**src/design/assert_macros.svh**
```systemverilog
// Assertion macros used by the byte_code_cpu_step RTL.
`ifndef ASSERT_MACROS_SVH
`define ASSERT_MACROS_SVH
`ifndef SYNTHESIS
`define BCC_ASSERT(lbl, clk, rst_n, prop, msg) \
  lbl: assert property (@(posedge clk) disable iff (!rst_n) prop) else $error(msg);
`define BCC_NEVER(lbl, clk, rst_n, cond, msg) \
  `BCC_ASSERT(lbl, clk, rst_n, !(cond), msg)
`else
`define BCC_ASSERT(lbl, clk, rst_n, prop, msg)
`define BCC_NEVER(lbl, clk, rst_n, cond, msg)
`endif
`endif

```
**src/design/bcc_pkg.sv**
```systemverilog
package bcc_pkg;

  localparam int MemDepthDef = 256;
  localparam int NumRegsDef  = 4;

  localparam int DataW     = 8;
  localparam int InTdataW  = 16;
  localparam int InTuserW  = 2;
  localparam int OutTdataW = 40;
  localparam int OutTuserW = 3;

  typedef enum logic [1:0] {
    CMD_WRITE   = 2'd0,
    CMD_STEP    = 2'd1,
    CMD_READ    = 2'd2,
    CMD_RESTART = 2'd3
  } cmd_e;

  typedef enum logic [1:0] {
    ST_OK      = 2'd0,
    ST_HALTED  = 2'd1,
    ST_UNKNOWN = 2'd2,
    ST_STOPPED = 2'd3
  } status_e;

  localparam logic [7:0] OP_MOV   = 8'd1;
  localparam logic [7:0] OP_ADD   = 8'd2;
  localparam logic [7:0] OP_PRN   = 8'd3;
  localparam logic [7:0] OP_SUB   = 8'd4;
  localparam logic [7:0] OP_CMP   = 8'd5;
  localparam logic [7:0] OP_JEQ   = 8'd6;
  localparam logic [7:0] OP_JMP   = 8'd7;
  localparam logic [7:0] OP_STORE = 8'd8;
  localparam logic [7:0] OP_LOAD  = 8'd9;
  localparam logic [7:0] OP_HLT   = 8'd255;

  // Byte modulo a constant depth d of 2 to 256. The caller passes recip = 65536 / d + 1,
  // which makes the quotient (v * recip) >> 16 exact for every byte value.
  function automatic logic [7:0] wrap8(input logic [7:0] v, input logic [8:0] d,
                                       input logic [16:0] recip);
    logic [24:0] p;
    logic [16:0] qd;
    p  = 25'(v) * 25'(recip);
    qd = 17'(p[23:16]) * 17'(d);
    return v - qd[7:0];
  endfunction

endpackage

```
**src/design/bcc_ram.sv**
```systemverilog
module bcc_ram #(
  parameter int Depth = bcc_pkg::MemDepthDef,
  localparam int AddrW = (Depth > 1) ? $clog2(Depth) : 1
) (
  input  logic                      clk_i,
  input  logic                      rst_ni,
  input  logic                      we_i,
  input  logic [AddrW-1:0]          waddr_i,
  input  logic [bcc_pkg::DataW-1:0] wdata_i,
  input  logic [AddrW-1:0]          raddr_i,
  output logic [bcc_pkg::DataW-1:0] rdata_o
);

  logic [bcc_pkg::DataW-1:0] mem_q [Depth];
  logic [Depth-1:0]          vld_q;
  logic [bcc_pkg::DataW-1:0] rdata_q;

  always_ff @(posedge clk_i) begin
    if (we_i) begin
      mem_q[waddr_i] <= wdata_i;
    end
    rdata_q <= vld_q[raddr_i] ? mem_q[raddr_i] : '0;
  end

  // An entry never written reads as zero, so reset needs no sweep.
  always_ff @(posedge clk_i or negedge rst_ni) begin
    if (!rst_ni) begin
      vld_q <= '0;
    end else if (we_i) begin
      vld_q[waddr_i] <= 1'b1;
    end
  end

  assign rdata_o = rdata_q;

endmodule

```
**src/design/byte_code_cpu_step.sv**
```systemverilog
// Channel   Direction  Signals                        Contents
// command   in         s_axis_tvalid/tready/tdata/tuser  one command with its operands
// result    out        m_axis_tvalid/tready/tdata/tuser  one result beat per command
//
// The result beat is registered in the output state, which a write, a restart or a
// step while stopped reaches directly, a read through S_MEMRD and an executed step
// through S_FA to S_EXEC; the next command can be taken as the beat is presented.
// The instruction steps follow from the single read port of main memory (opcode, two
// operands, load data) and the registered register-file read.
// Reset clears the state at once through per-entry valid bits; there is no clearing pass.
// A stalled result beat holds in the output register while the next command is fetched.
`include "assert_macros.svh"

module byte_code_cpu_step #(
  parameter int MEM_DEPTH = bcc_pkg::MemDepthDef,
  parameter int NUM_REGS  = bcc_pkg::NumRegsDef
) (
  input  logic                          clk_i,
  input  logic                          rst_ni,
  input  logic                          s_axis_tvalid,
  output logic                          s_axis_tready,
  // [7:0] address, [15:8] data
  input  logic [bcc_pkg::InTdataW-1:0]  s_axis_tdata,
  // [1:0] command
  input  logic [bcc_pkg::InTuserW-1:0]  s_axis_tuser,
  output logic                          m_axis_tvalid,
  input  logic                          m_axis_tready,
  // [7:0] pc_out, [15:8] opcode, [17:16] print_reg, [25:18] print_value,
  // [33:26] read_data, [34] zero_out, [39:35] zero
  output logic [bcc_pkg::OutTdataW-1:0] m_axis_tdata,
  // [1:0] status, [2] print_valid
  output logic [bcc_pkg::OutTuserW-1:0] m_axis_tuser
);

  localparam int MemAw    = $clog2(MEM_DEPTH);
  localparam int RegAw    = $clog2(NUM_REGS);
  localparam int MemRecip = 65536 / MEM_DEPTH + 1;
  localparam int RegRecip = 65536 / NUM_REGS + 1;

  typedef enum logic [2:0] {
    S_IDLE, S_MEMRD, S_FA, S_FB, S_REGA, S_EXEC, S_OUT
  } state_e;

  function automatic logic [MemAw-1:0] maddr(input logic [7:0] a);
    logic [7:0] w;
    w = bcc_pkg::wrap8(a, 9'(MEM_DEPTH), 17'(MemRecip));
    return w[MemAw-1:0];
  endfunction

  function automatic logic [RegAw-1:0] ridx(input logic [7:0] a);
    logic [7:0] w;
    w = bcc_pkg::wrap8(a, 9'(NUM_REGS), 17'(RegRecip));
    return w[RegAw-1:0];
  endfunction

  state_e           state_q;
  logic [7:0]       pc_q;
  logic             run_q;
  logic             zero_q;
  logic [7:0]       opc_q;
  logic [7:0]       op1_q;
  logic [7:0]       op2_q;
  logic [7:0]       ra_q;
  bcc_pkg::status_e res_status_q;
  logic [7:0]       res_opc_q;
  logic             res_pv_q;
  logic [1:0]       res_preg_q;
  logic [7:0]       res_pval_q;
  logic [7:0]       res_rdata_q;
  logic             m_tvalid_q;
  logic [bcc_pkg::OutTdataW-1:0] m_tdata_q;
  logic [bcc_pkg::OutTuserW-1:0] m_tuser_q;

  logic          in_accept;
  bcc_pkg::cmd_e in_cmd;
  logic [7:0]    in_addr;
  logic [7:0]    in_data;

  logic             mem_we;
  logic [MemAw-1:0] mem_waddr;
  logic [7:0]       mem_wdata;
  logic [MemAw-1:0] mem_raddr;
  logic [7:0]       mem_rdata;
  logic             reg_we;
  logic [RegAw-1:0] reg_waddr;
  logic [RegAw-1:0] reg_raddr;
  logic [7:0]       reg_rdata;

  logic [7:0]       ex_npc;
  bcc_pkg::status_e ex_status;
  logic             ex_run;
  logic             ex_zero;
  logic             ex_reg_we;
  logic [7:0]       ex_reg_wdata;
  logic             ex_mem_we;
  logic             ex_pv;
  logic [7:0]       ex_pval;
  logic [7:0]       ex_a8;

  assign s_axis_tready = (state_q == S_IDLE);
  assign in_accept     = s_axis_tvalid && s_axis_tready;
  assign in_cmd        = bcc_pkg::cmd_e'(s_axis_tuser);
  assign in_addr       = s_axis_tdata[7:0];
  assign in_data       = s_axis_tdata[15:8];

  // Execute stage: ra_q holds the first register, reg_rdata the second and mem_rdata
  // the byte at the second operand.
  always_comb begin
    ex_a8        = bcc_pkg::wrap8(op1_q, 9'(NUM_REGS), 17'(RegRecip));
    ex_npc       = pc_q + 8'd3;
    ex_status    = bcc_pkg::ST_OK;
    ex_run       = run_q;
    ex_zero      = zero_q;
    ex_reg_we    = 1'b0;
    ex_reg_wdata = op2_q;
    ex_mem_we    = 1'b0;
    ex_pv        = 1'b0;
    ex_pval      = 8'd0;
    case (opc_q)
      bcc_pkg::OP_MOV: begin
        ex_reg_we = 1'b1;
      end
      bcc_pkg::OP_ADD: begin
        ex_reg_we    = 1'b1;
        ex_reg_wdata = ra_q + reg_rdata;
      end
      bcc_pkg::OP_SUB: begin
        ex_reg_we    = 1'b1;
        ex_reg_wdata = ra_q - reg_rdata;
      end
      bcc_pkg::OP_CMP: begin
        ex_zero = (ra_q == reg_rdata);
      end
      bcc_pkg::OP_JEQ: begin
        ex_npc = zero_q ? op1_q : pc_q + 8'd2;
      end
      bcc_pkg::OP_JMP: begin
        ex_npc = op1_q;
      end
      bcc_pkg::OP_STORE: begin
        ex_mem_we = 1'b1;
      end
      bcc_pkg::OP_LOAD: begin
        ex_reg_we    = 1'b1;
        ex_reg_wdata = mem_rdata;
      end
      bcc_pkg::OP_PRN: begin
        ex_pv   = 1'b1;
        ex_pval = ra_q;
        ex_npc  = pc_q + 8'd2;
      end
      bcc_pkg::OP_HLT: begin
        ex_run    = 1'b0;
        ex_status = bcc_pkg::ST_HALTED;
        ex_npc    = pc_q + 8'd1;
      end
      default: begin
        ex_run    = 1'b0;
        ex_status = bcc_pkg::ST_UNKNOWN;
        ex_npc    = pc_q;
      end
    endcase
  end

  always_comb begin
    mem_raddr = maddr(pc_q);
    mem_we    = 1'b0;
    mem_waddr = maddr(in_addr);
    mem_wdata = in_data;
    reg_raddr = ridx(mem_rdata);
    case (state_q)
      S_IDLE: begin
        if (in_cmd == bcc_pkg::CMD_READ) begin
          mem_raddr = maddr(in_addr);
        end
        mem_we = in_accept && (in_cmd == bcc_pkg::CMD_WRITE);
      end
      S_FA:   mem_raddr = maddr(pc_q + 8'd1);
      S_FB:   mem_raddr = maddr(pc_q + 8'd2);
      S_REGA: mem_raddr = maddr(mem_rdata);
      S_EXEC: begin
        mem_we    = ex_mem_we;
        mem_waddr = maddr(op2_q);
        mem_wdata = ra_q;
      end
      default: begin
        mem_we = 1'b0;
      end
    endcase
  end

  assign reg_we    = (state_q == S_EXEC) && ex_reg_we;
  assign reg_waddr = ridx(op1_q);

  always_ff @(posedge clk_i or negedge rst_ni) begin
    if (!rst_ni) begin
      state_q      <= S_IDLE;
      pc_q         <= 8'd0;
      run_q        <= 1'b1;
      zero_q       <= 1'b0;
      opc_q        <= 8'd0;
      op1_q        <= 8'd0;
      op2_q        <= 8'd0;
      ra_q         <= 8'd0;
      res_status_q <= bcc_pkg::ST_OK;
      res_opc_q    <= 8'd0;
      res_pv_q     <= 1'b0;
      res_preg_q   <= 2'd0;
      res_pval_q   <= 8'd0;
      res_rdata_q  <= 8'd0;
      m_tvalid_q   <= 1'b0;
      m_tdata_q    <= '0;
      m_tuser_q    <= '0;
    end else begin
      // In the output state the beat register is handled below.
      if (m_tvalid_q && m_axis_tready && state_q != S_OUT) begin
        m_tvalid_q <= 1'b0;
      end
      case (state_q)
        S_IDLE: begin
          if (in_accept) begin
            res_status_q <= bcc_pkg::ST_OK;
            res_opc_q    <= 8'd0;
            res_pv_q     <= 1'b0;
            res_preg_q   <= 2'd0;
            res_pval_q   <= 8'd0;
            res_rdata_q  <= 8'd0;
            case (in_cmd)
              bcc_pkg::CMD_WRITE: state_q <= S_OUT;
              bcc_pkg::CMD_READ:  state_q <= S_MEMRD;
              bcc_pkg::CMD_RESTART: begin
                pc_q    <= in_addr;
                run_q   <= 1'b1;
                state_q <= S_OUT;
              end
              bcc_pkg::CMD_STEP: begin
                if (run_q) begin
                  state_q <= S_FA;
                end else begin
                  res_status_q <= bcc_pkg::ST_STOPPED;
                  state_q      <= S_OUT;
                end
              end
              default: state_q <= S_OUT;
            endcase
          end
        end
        S_MEMRD: begin
          res_rdata_q <= mem_rdata;
          state_q     <= S_OUT;
        end
        S_FA: begin
          opc_q   <= mem_rdata;
          state_q <= S_FB;
        end
        S_FB: begin
          op1_q   <= mem_rdata;
          state_q <= S_REGA;
        end
        S_REGA: begin
          op2_q   <= mem_rdata;
          ra_q    <= reg_rdata;
          state_q <= S_EXEC;
        end
        S_EXEC: begin
          pc_q         <= ex_npc;
          run_q        <= ex_run;
          zero_q       <= ex_zero;
          res_status_q <= ex_status;
          res_opc_q    <= opc_q;
          res_pv_q     <= ex_pv;
          res_preg_q   <= ex_pv ? ex_a8[1:0] : 2'd0;
          res_pval_q   <= ex_pval;
          state_q      <= S_OUT;
        end
        S_OUT: begin
          if (!m_tvalid_q || m_axis_tready) begin
            m_tvalid_q <= 1'b1;
            m_tdata_q  <= {5'd0, zero_q, res_rdata_q, res_pval_q, res_preg_q,
                           res_opc_q, pc_q};
            m_tuser_q  <= {res_pv_q, res_status_q};
            state_q    <= S_IDLE;
          end
        end
        default: state_q <= S_IDLE;
      endcase
    end
  end

  bcc_ram #(
    .Depth(MEM_DEPTH)
  ) u_main_mem (
    .clk_i  (clk_i),
    .rst_ni (rst_ni),
    .we_i   (mem_we),
    .waddr_i(mem_waddr),
    .wdata_i(mem_wdata),
    .raddr_i(mem_raddr),
    .rdata_o(mem_rdata)
  );

  bcc_ram #(
    .Depth(NUM_REGS)
  ) u_reg_file (
    .clk_i  (clk_i),
    .rst_ni (rst_ni),
    .we_i   (reg_we),
    .waddr_i(reg_waddr),
    .wdata_i(ex_reg_wdata),
    .raddr_i(reg_raddr),
    .rdata_o(reg_rdata)
  );

  assign m_axis_tvalid = m_tvalid_q;
  assign m_axis_tdata  = m_tdata_q;
  assign m_axis_tuser  = m_tuser_q;

  `BCC_ASSERT(a_busy_after_accept, clk_i, rst_ni,
              in_accept |=> !s_axis_tready, "command taken while busy")
  `BCC_ASSERT(a_beat_from_out, clk_i, rst_ni,
              $rose(m_axis_tvalid) |-> $past(state_q == S_OUT), "result beat outside output")
  `BCC_NEVER(a_mem_we_state, clk_i, rst_ni,
             mem_we && state_q != S_IDLE && state_q != S_EXEC, "memory write out of place")
  `BCC_NEVER(a_reg_we_state, clk_i, rst_ni,
             reg_we && state_q != S_EXEC, "register write outside execute")
  `BCC_ASSERT(a_stop_in_exec, clk_i, rst_ni,
              $fell(run_q) |-> $past(state_q == S_EXEC), "machine stopped outside execute")

endmodule

```
**config.mk**
```make
export PLATFORM = sky130hd
export DESIGN_NAME = byte_code_cpu_step
export DESIGN_NICKNAME = d
export VERILOG_FILES = /design/src/design/bcc_pkg.sv /design/src/design/bcc_ram.sv /design/src/design/byte_code_cpu_step.sv
export VERILOG_INCLUDE_DIRS = /design/src /design/src/design
export SDC_FILE = /design/constraint.sdc
export NUM_CORES = 2
export LEC_CHECK = 0
export BUFFER_PORTS_ARGS = -buffer_cell sky130_fd_sc_hd__buf_2
export CAP_MARGIN = 20
export CORE_MARGIN = 2
export CORE_UTILIZATION = 55
export CTS_CLUSTER_DIAMETER = 40
export CTS_CLUSTER_SIZE = 14
export DETAILED_ROUTE_END_ITERATION = 16
export HOLD_SLACK_MARGIN = 0.15
export PLACE_DENSITY_LB_ADDON = 0.1
export SLEW_MARGIN = 20
export SYNTH_ARGS = -nofsm -noshare
export SYNTH_HDL_FRONTEND = slang
export SYNTH_SLANG_ARGS = --single-unit
```
**constraint.sdc**
```tcl
create_clock -name clk_i -period 23.7 [get_ports clk_i]
set_input_delay 4.74 -clock clk_i [delete_from_list [all_inputs] [get_ports clk_i]]
set_output_delay 4.74 -clock clk_i [all_outputs]
set_load 0.1 [all_outputs]
```
==> run_results.csv <==
group,metric,value,unit
synthesis,synthArstFlopShare,15.1,%
timing,tightest_slew,1.34,ns
clock_network,clkLatencyLatePin,0.96,ns
global_route,gr-total-overflow,0,
setup_path,endpoint_kind,"register",
detailed_routing,dr.pass1.iters,8,
setup_path,crit_arrival,11.60,ns
timing,fin_crit_sh,45.5,%
detailed_routing,post_drt_wl_per_cell,30.4,um
clock_network,clock_path_buffers,4,
timing,fmax,92.7,MHz
timing,tns,0,ns
detailed_routing,finalWirelength,322000,um
setup_path,worstSetupPathType,"primary input to register",
timing,skew,0.0546,ns
timing,min_period,10.78,ns
setup_path,slowest_delay,0.77,ns
detailed_routing,avgViaCountPerCell,6.47,
setup_path,crit_slowest_cell,"buf_4",
synthesis,syn_avg_cell_area,12.9,um^2
clock_network,cts.sinks,2469,
setup_path,cp_common_cell,"buf_4",
finish,design_area,115000,um^2
finish,syn_to_final_growth,13.6,%
clock_network,cts_tree,"built",
finish,final_core_util,62.8,%
placed_design,place_congestion,0.908,
synthesis,ys_seq_elements,2469,
synthesis,ys_types,90,
synthesis,synth_top_area_cell,"edfxtp_1",
detailed_routing,antenna_left,0,
floorplanning,floorplan.die.height,433,um
clock_network,cts_setup_buffers,0,
placed_design,numPortBuffers,61,
setup_path,cp_cell_sequence,"buf_2 > inv_1 > ha_1 > nor2b_1 > o21a_1 > buf_4 > nor2_4 > buf_4 > buf_12 > buf_4 > buf_4 > nand3_1 > a311oi_1 > nor3_1 > a2111oi_2 > or4_1 > o32ai_1",
detailed_routing,routed-wl-met3,37200,um
detailed_routing,vias,68655,
finish,final_cell_mix,"2080 x edfxtp_1, 1771 x nand2_1, 689 x nand3_1, 372 x dfrtp_1, 342 x clkbuf_16",
finish,final_common_cell,"edfxtp_1",
timing,holdWs,0.459,ns
synthesis,ys_seq_area_share,71.2,%
timing,rsz0062_at_grt,"no",
clock_network,cts.clk_slew.worst_paths,0.06,ns
floorplanning,io-pin-count,67,
detailed_routing,drtIter0Drc,10151,
floorplanning,die_x,433,um
setup_path,start_kind,"primary input",
floorplanning,rows,157,
floorplanning,initial_core_util,55.3,%
setup_path,required,24.52,ns
clock_network,post_cts_resized,0,
placed_design,dp_hpwl,186000,um
outcome,status,"finished clean",
timing,slew_headroom,9.99,%
detailed_routing,wl_met2,144000,um
placed_design,post_dp_cell_area,104000,um^2
global_route,grt_first_pass_wirelength,463000,um
setup_path,critPathMaxFanout,124,
min_path,hp-class,"register to register",
clock_network,htree_levels,5,
job,max_cap_viol_count,0,
timing,final-hold-violation-count,0,
floorplanning,dieArea,188000,um^2
global_route,grt_pass1_vias,64986,
finish,drive_above_1_share,15.1,%
synthesis,synth.top_cell.area_share,61.7,%
detailed_routing,drt-met1-wl,126000,um
synthesis,syn_inst,7862,
global_route,antenna_found_initial,25,
clock_network,hold_buffers,0,
clock_network,cts_buffers,335,
synthesis,ys_warn_count,0,
detailed_routing,top_layer_used,"met5",
timing,setup_violations,0,
detailed_routing,route.detailed.drc,0,
synthesis,synthTopCellsByArea,"edfxtp_1 62%, dfrtp_1 9.2%, nand2_1 6.6%, nand3_1 3.4%, or2_2 1.6%",
synthesis,syn_area,101000,um^2
finish,final_nets,7926,
floorplanning,core,183000,um^2
synthesis,synth_edf_count,2080,
synthesis,synth_top_flop_cell,"edfxtp_1",
clock_network,cts-root-buf,"clkbuf_16",
global_route,track_usage,34.2,%
global_route,grt_max_degree,183,
timing,finalMaxSlewViolations,0,
-- per-layer routing --
layer / global-route usage (%) / vias to the layer above
met5: 0 / -
met4: 15.5 / 22
met3: 9.63 / 755
met2: 50.4 / 4099
met1: 47.5 / 34548
li1: - / 29231
-- metrics by stage --
step,cells,setup WS [ns]
2_1_floorplan,7866,9.54
3_3_place_gp,10005,12.24
3_5_place_dp,10006,12.13
4_1_cts,10604,13.15
5_1_grt,10606,12.72
6_report,10612,12.92
-- registers in the layout, summed over array words and instances (netlist names), 2 cells and up --
| signal | count |
|---|---|
| res_pval_q | 8 |
| u_reg_file.rdata_o | 8 |
| m_axis_tdata | 35 |
| res_opc_q | 8 |
| res_preg_q | 2 |
| res_status_q | 2 |
| u_main_mem.vld_q | 256 |
| m_axis_tuser | 3 |
| u_reg_file.mem_q | 32 |
| state_q | 3 |
| res_rdata_q | 8 |
| u_reg_file.vld_q | 4 |
| pc_q | 8 |
| u_main_mem.rdata_o | 8 |
| op1_q | 8 |
| opc_q | 8 |
| u_main_mem.mem_q | 2048 |
| ra_q | 8 |
| op2_q | 8 |
-- Yosys cell counts (8+ instances only) --
library cell  count
and3_1          241
nand3_1         689
o21ai_0          97
buf_6            15
a22o_1           28
nor3_1           39
dfrtp_1         372
clkbuf_1        182
a31oi_1         186
buf_4            54
a221o_1           8
or2_2           264
buf_1            34
nand3b_1         20
inv_1            23
nor2b_1          20
mux2_2           81
nand4_1          47
a32oi_1          34
o22ai_1          21
o2111ai_1        24
xor2_1            8
nor2_1          326
o211ai_1         21
nand2b_1         10
o21a_1            9
a22oi_1          56
or3_1            13
mux4_2           26
a2111oi_0        18
a211oi_1        192
edfxtp_1       2080
dfxtp_1          16
mux2i_1          90
a21oi_1         157
nor4_1           11
o31ai_1           8
ha_1             23
buf_2           261
a21o_1           10
nand2_1        1785
a221oi_1         47
a311oi_1        107
-- kinds of logic (layout without fill, tap and decap cells) --
| group | after synthesis | in the layout | share of synthesized area, % |
|---|---|---|---|
| AND/OR/NAND/NOR | 3493 | 3493 | 15.6 |
| flip-flops | 2469 | 2469 | 71.2 |
| AO/OA/AOI/OAI | 1092 | 1092 | 7.65 |
| buffers and inverters | 572 | 846 | 2.76 |
| multiplexers | 197 | 197 | 2.37 |
| adder cells (fa/ha/maj) | 25 | 25 | 0.324 |
| XOR/XNOR | 13 | 13 | 0.112 |
| other | 1 | 13 | 0.00370 |
-- cell type report --
class,count,area [um^2]
Antenna cell,8,20.0
Clock buffer,385,8840
Clock inverter,213,2410
Fill cell,13841,68100
Inverter,25,93.8
Multi-Input combinational cell,4825,26700
Sequential cell,2469,72100
Tap cell,2464,3080
Timing Repair Buffer,223,1690
-- final timing paths --
path                       cells after the start  slack [ns]                    end                 start
max in group asynchronous                      2       18.11   u_main_mem.vld_q[85]                rst_ni
max                                           17       12.92  u_main_mem.rdata_o[1]       s_axis_tuser[0]
min reg2reg                                    1        0.46   u_main_mem.vld_q[42]  u_main_mem.vld_q[42]
min in group asynchronous                      1        3.86       m_axis_tdata[20]                rst_ni
min                                            1        0.46   u_main_mem.vld_q[42]  u_main_mem.vld_q[42]
max reg2reg                                   15       16.64  u_main_mem.rdata_o[1]            state_q[2]
-- critical path, delay by kind of cell --
family	cells	cell delay, ns
and+or+nand+nor	5	1.54
AOI/OAI and AO/OA	4	1.40
adders and majority gates	1	0.56
buffers and inverters	7	3.17
Power is not shown: default switching activity piles up to over one toggle a cycle in this logic, so the estimate is an artifact.
